File: config.mk
export PLATFORM = sky130hd
export DESIGN_NAME = aodr_edge
export DESIGN_NICKNAME = d
export VERILOG_FILES = /design/src/hdl/aodr_pkg.sv /design/src/hdl/aodr_edge.sv
export SDC_FILE = /design/constraint.sdc
export NUM_CORES = 1
export LEC_CHECK = 0
export ABC_CLOCK_PERIOD_IN_PS = 21100
export CAP_MARGIN = 20
export CORE_UTILIZATION = 45
export CTS_CLUSTER_SIZE = 14
export DETAILED_ROUTE_END_ITERATION = 10
export DONT_BUFFER_PORTS = 1
export PLACE_DENSITY_LB_ADDON = 0.2
export SETUP_SLACK_MARGIN = 0.2
export SYNTH_ARGS = -nofsm -noshare
export SYNTH_HDL_FRONTEND = slang
export SYNTH_SLANG_ARGS = --single-unit
File: constraint.sdc
create_clock -name clk -period 21.1 [get_ports clk]
set_input_delay 3.165 -clock clk [delete_from_list [all_inputs] [get_ports clk]]
set_output_delay 3.165 -clock clk [all_outputs]
set_load 0.05 [all_outputs]
File: src/hdl/aodr_pkg.sv
`timescale 1ns / 1ps
// Shared types and widths for the box overlap and side resolve block.
// Used by aodr_edge and aabb_overlap_direction_resolve_top.
package aodr_pkg;

  localparam int POS_W  = 32;
  localparam int EXT_W  = 31;
  localparam int PIV_W  = 17;
  localparam int PROD_W = EXT_W + PIV_W;
  localparam int EDGE_W = PROD_W + 2;
  localparam int DIFF_W = EDGE_W + 2;
  localparam int SUM_W  = EXT_W + 1;
  localparam int MUL_W  = SUM_W + EXT_W;

  typedef enum logic [1:0] {
    DIR_LEFT  = 2'd0,
    DIR_RIGHT = 2'd1,
    DIR_DOWN  = 2'd2,
    DIR_UP    = 2'd3
  } dir_t;

  typedef struct packed {
    logic prod;
    logic edge_sub;
  } edge_en_t;

endpackage

File: src/hdl/aodr_edge.sv
`timescale 1ns / 1ps
// Two-stage rectangle edge unit: pivot times extent, then position minus the
// truncated product. Depends on aodr_pkg for widths and the stage enables.
module aodr_edge #(
  parameter int FRAC_BITS = 16
) (
  input  logic                          clk,
  input  aodr_pkg::edge_en_t            en,
  input  logic [aodr_pkg::POS_W-1:0]    pos,
  input  logic [aodr_pkg::EXT_W-1:0]    extent,
  input  logic [aodr_pkg::PIV_W-1:0]    pivot,
  output logic [aodr_pkg::EDGE_W-1:0]   edge_pos
);

  logic [aodr_pkg::PROD_W-1:0] prod;
  logic [aodr_pkg::POS_W-1:0]  pos_d;
  logic [aodr_pkg::PROD_W-1:0] off;
  logic [aodr_pkg::EDGE_W-1:0] edge_next;

  always_ff @(posedge clk) begin
    if (en.prod) begin
      prod  <= aodr_pkg::PROD_W'(extent) * aodr_pkg::PROD_W'(pivot);
      pos_d <= pos;
    end
  end

  always_comb begin
    off       = prod >> FRAC_BITS;
    edge_next = {{(aodr_pkg::EDGE_W - aodr_pkg::POS_W){pos_d[aodr_pkg::POS_W-1]}}, pos_d}
                - {2'b00, off};
  end

  always_ff @(posedge clk) begin
    if (en.edge_sub) begin
      edge_pos <= edge_next;
    end
  end

endmodule

* Yosys cells after proc, flatten, opt, wreduce, memory -nomap -nowiden *
Index checks and enable logic that the tools add are counted.

word-level totals
  bits in registers = 130
  output and inout port bits = 50
  bits of input ports = 83
  word-level logic and storage cells = 5

operators by class
  add/sub/neg operators = 1
  multipliers = 1

operators with widths
  operator                                        number
  31-bit by 17-bit multiplier with 48-bit output  1
  32-bit by 33-bit subtractor with 34-bit output  1

* Longest topological paths before layout *
  depth in word-level cells = 1
  gate-level depth with buffers = 25
  depth with buffers taken out = 24

* Worst setup path before layout *
Ideal clock, no wire load.

  path kind = input port to flip-flop
  start point = in extent[15] in the netlist's numbering
  end point = reg prod[47] in the netlist's numbering (data pin)
  setup time = 0.260 ns
  slack = 12.061 ns
  data required time = 20.840 ns
  arrival time = 8.779 ns
  path buffers = 1
  stages = 22
  path through = clkbuf_1 nand2_1 fa_1 fa_1 fa_1 inv_1 fa_1 fa_1 inv_1 fa_1 inv_1 ha_1 nand3_1 a2111o_1 a211oi_1 a221o_2 a31o_1 o21ai_4 o31ai_2 a21o_1 a21oi_2 xnor2_1

on the way
  cells in the longest elaborated chain, start to end = 1

ends and longest elaborated chain
  what                                            RTL line         source
  start: declaration                              aodr_edge.sv:10  input logic [aodr_pkg::EXT_W-1:0] extent,
  31-bit by 17-bit multiplier with 48-bit output  aodr_edge.sv:22  prod <= aodr_pkg::PROD_W'(extent) * aodr_pkg::PROD_W'(pivot);
  end signal: assignment                          aodr_edge.sv:22
  end: declaration                                aodr_edge.sv:15  logic [aodr_pkg::PROD_W-1:0] prod;

Every way passes these cells.
A chain may end at the register's enable or synchronous reset.

* Worst setup path after layout *
  start point = in extent[11] in the netlist's numbering
  end point = reg prod[40] in the netlist's numbering (data pin)

Same word-level chain as after synthesis.

==> results.toml <==
[clocking]
root_buffer = "clkbuf_16"
cts_buffers = 9
clk-insertion-delay-late_ns = 0.35
cts_sinks = 98
clock_path_buffers = 2
ctsHtreeMaxLevel = 3
holdBufCountCts = 0
clkTransAtPathRegs_ns = 0.07
tritoncts = "yes"
postCtsSetupBuffers = 0
cts_resized = 0

[critical_path]
cp_top_family = "adder cells"
cp_data_required_time_ns = 21.20
worst-r2r-setup-slack_ns = 17.42
critPathSlowestCell = "fa_1"
critical_path.n_buffers_inverters = 4
worst-setup-path-type = "primary input to register"
reg2reg_to = "edge_pos[27]"
r2r_start = "prod[17]"
worst_ep_arrival_time_ns = 9.02
slowest_delay_ns = 0.54
critical_path.startpoint_type = "primary input"
r2r.worst_path.cells = 12
cpMostUsedCell = "fa_1"
timing.critical_path.to_type = "register"
cp_max_fo = 17
critical_path_cell_by_cell = "and2_1, fa_1, inv_1, fa_1, fa_1, inv_1, fa_1, fa_1, inv_1, fa_1, inv_1, ha_1, nand3_1, a2111o_1, a211oi_1, a221o_2, o211ai_2, o31ai_2, a221oi_2, o21bai_1, a21oi_1, xnor2_1"

[finish]
final_instance_count_excl_fillers = 2734
finalNetCount = 2798
multi_input_area_sq_um = 15500
number_of_fill_cells = 4304
areaGrowthSynthToFinish_pct = 3.09
final_layout_size_suffix_gt1_frac = 0.0150
most-common-layout-cells = "512 x inv_1, 433 x fa_1, 362 x nand2_1, 205 x and2_1, 153 x ha_1"
layout.cells.most_common = "inv_1"
sequential_cell_area_sq_um = 2940
antenna-diode-count = 0

[floorplanning]
number_of_placement_rows = 78
core_area_sq_um = 45600
floorplan.die.height_um = 217
io_pins = 133
die_x_um = 217
die-area_sq_um = 47200
floorplan.initialDensity = 0.458

[route]
detail_route.first_pass.iterations = 5
drt_initial_violations = 876
num_vias = 14200
via_per_inst = 5.18
antenna_violating_nets_post_route = 0
wire_per_inst_um = 18.3
detail_route.wirelength_um = 50100
drc = 0

[synth]
ys_async_sr_fraction = 0
mappedNetlistNets = 2890
mean_instance_size_in_the_synthesized_netlist_sq_um = 9.39
synth_cell_type_count = 53
postSynthCellCount = 2221
synth_edf_count = 98
netlist_area_sq_um = 20900
yosys_warnings = 0
primary_flip_flop_cell_chosen_by_synthesis_mapping = "edfxtp_1"
ys_ff_latch = 98
yosysSeqAreaShare = 0.141

[placement]
port_buffer_cells = 0
placedCellCount = 2718
place.detailed.hpwl_um = 41100
place_congestion = 0.888

[sta]
skew_ns = 0.00712
rsz0062_at_grt = "no"
fin_tns_setup_ns = 0
finalMaxSlewViolations = 0
worst_slew_margin_rel = 0.380
timing.final.hold_violations = 0
finalCriticalPeriod_ns = 8.92
fmax_mhz = 112
final-setup-viol-count = 0
layout_worst_path_cycle_share = 0.423
worst_slew_pin_slew_ns = 0.906

[min_path]
hold_depth = 1
hold_endpoint = "edge_pos[32]"
hold_path_startpoint = "pos_d[31]"
hold_crit_path_type = "register to register"

[grt]
number_of_antenna_violations_at_the_first_check_in_global_routing = 0
grt_remaining_overflow = 0
gr-max-usage-layer = "met1"
gr-usage-met2 = 0.338
grt_start_max_net_pins = 65
grt_pass1_vias = 15200
grt_use_met1 = 0.342
grt_pass1_wl_um = 82100
grt_usage = 0.223
global_route.usage.met3 = 0.0252

[run]
maxCapViolations = 0

[run_status]
run_status = "completed"
==> Yosys cell counts, drive strengths merged, types with 14 or more instances <==
cell type / n / share of area
a21oi: 65 / 0.016
o21ai: 43 / 0.011
a21o: 36 / 0.013
nor2: 30 / 0.0054
fa: 433 / 0.42
edfxtp: 98 / 0.14
inv: 512 / 0.092
buf: 16 / 0.0058
clkbuf: 91 / 0.016
nand2: 362 / 0.065
xnor2: 43 / 0.018
xor2: 21 / 0.0088
nand4: 14 / 0.0042
ha: 153 / 0.092
and2: 205 / 0.061
==> routing by layer <==
metal,part of all wire,up-vias
met1,0.49,7204
li1,-,6449
met4,0.013,0
met5,0,-
met2,0.43,465
met3,0.060,44
==> metrics by stage <==
stage	setup WS, ns	instance area (sq um)	util	hold slack (ns)
after floorplan	12.06	20900	-	0.577
after global placement	11.94	21200	0.465	0.616
after detailed placement	11.84	21200	0.465	0.605
after CTS	12.21	21500	0.472	0.634
after global routing	11.94	21500	0.472	0.675
final	12.18	21500	0.472	0.622
==> worst max path at each step <==
| stage | startpoint | endpoint | cells after the start |
|---|---|---|---|
| finish | extent[11] | prod[40] | 22 |
| global route | extent[11] | prod[40] | 22 |
| CTS | extent[11] | prod[40] | 22 |
| detailed placement | extent[12] | prod[40] | 22 |
| global placement | extent[12] | prod[47] | 22 |
| floorplan | extent[15] | prod[47] | 22 |
==> state kept, by name, indices dropped and copies added (netlist names) <==
name,flops
edge_pos,34
pos_d,32
prod,32
==> kinds of logic after synthesis <==
logic type	after synthesis	synth area share
buffers and inverters	619	0.114
XOR/XNOR	64	0.0269
flip-flops	98	0.141
AO/OA/AOI/OAI	199	0.0619
AND/OR/NAND/NOR	655	0.149
adder cells (fa/ha/maj)	586	0.507
==> final cells by class <==
type                       instances  share of cell area
tap                              600              0.0349
sequential                        98               0.137
clock inverter                     7             0.00349
timing repair buffer               4             0.00256
clock buffer                       9              0.0105
inverter                         512              0.0893
multi-input combinational       1504               0.722
==> worst register-to-register path, cell delays in order (launching register included) <==
cell and delay, ns:
edfxtp_1 0.40, inv_1 0.06, ha_1 0.26, nor2b_1 0.11
o21ai_0 0.10, a21oi_1 0.28, o21ai_0 0.17, a2111oi_0 0.81
o21ai_0 0.28, a31o_2 0.33, o21ai_0 0.32, a31oi_1 0.16
xnor2_1 0.14
Power is left out: the tool's default activity adds up to more than one toggle a clock period on the data nets, which glitch-free logic cannot reach.
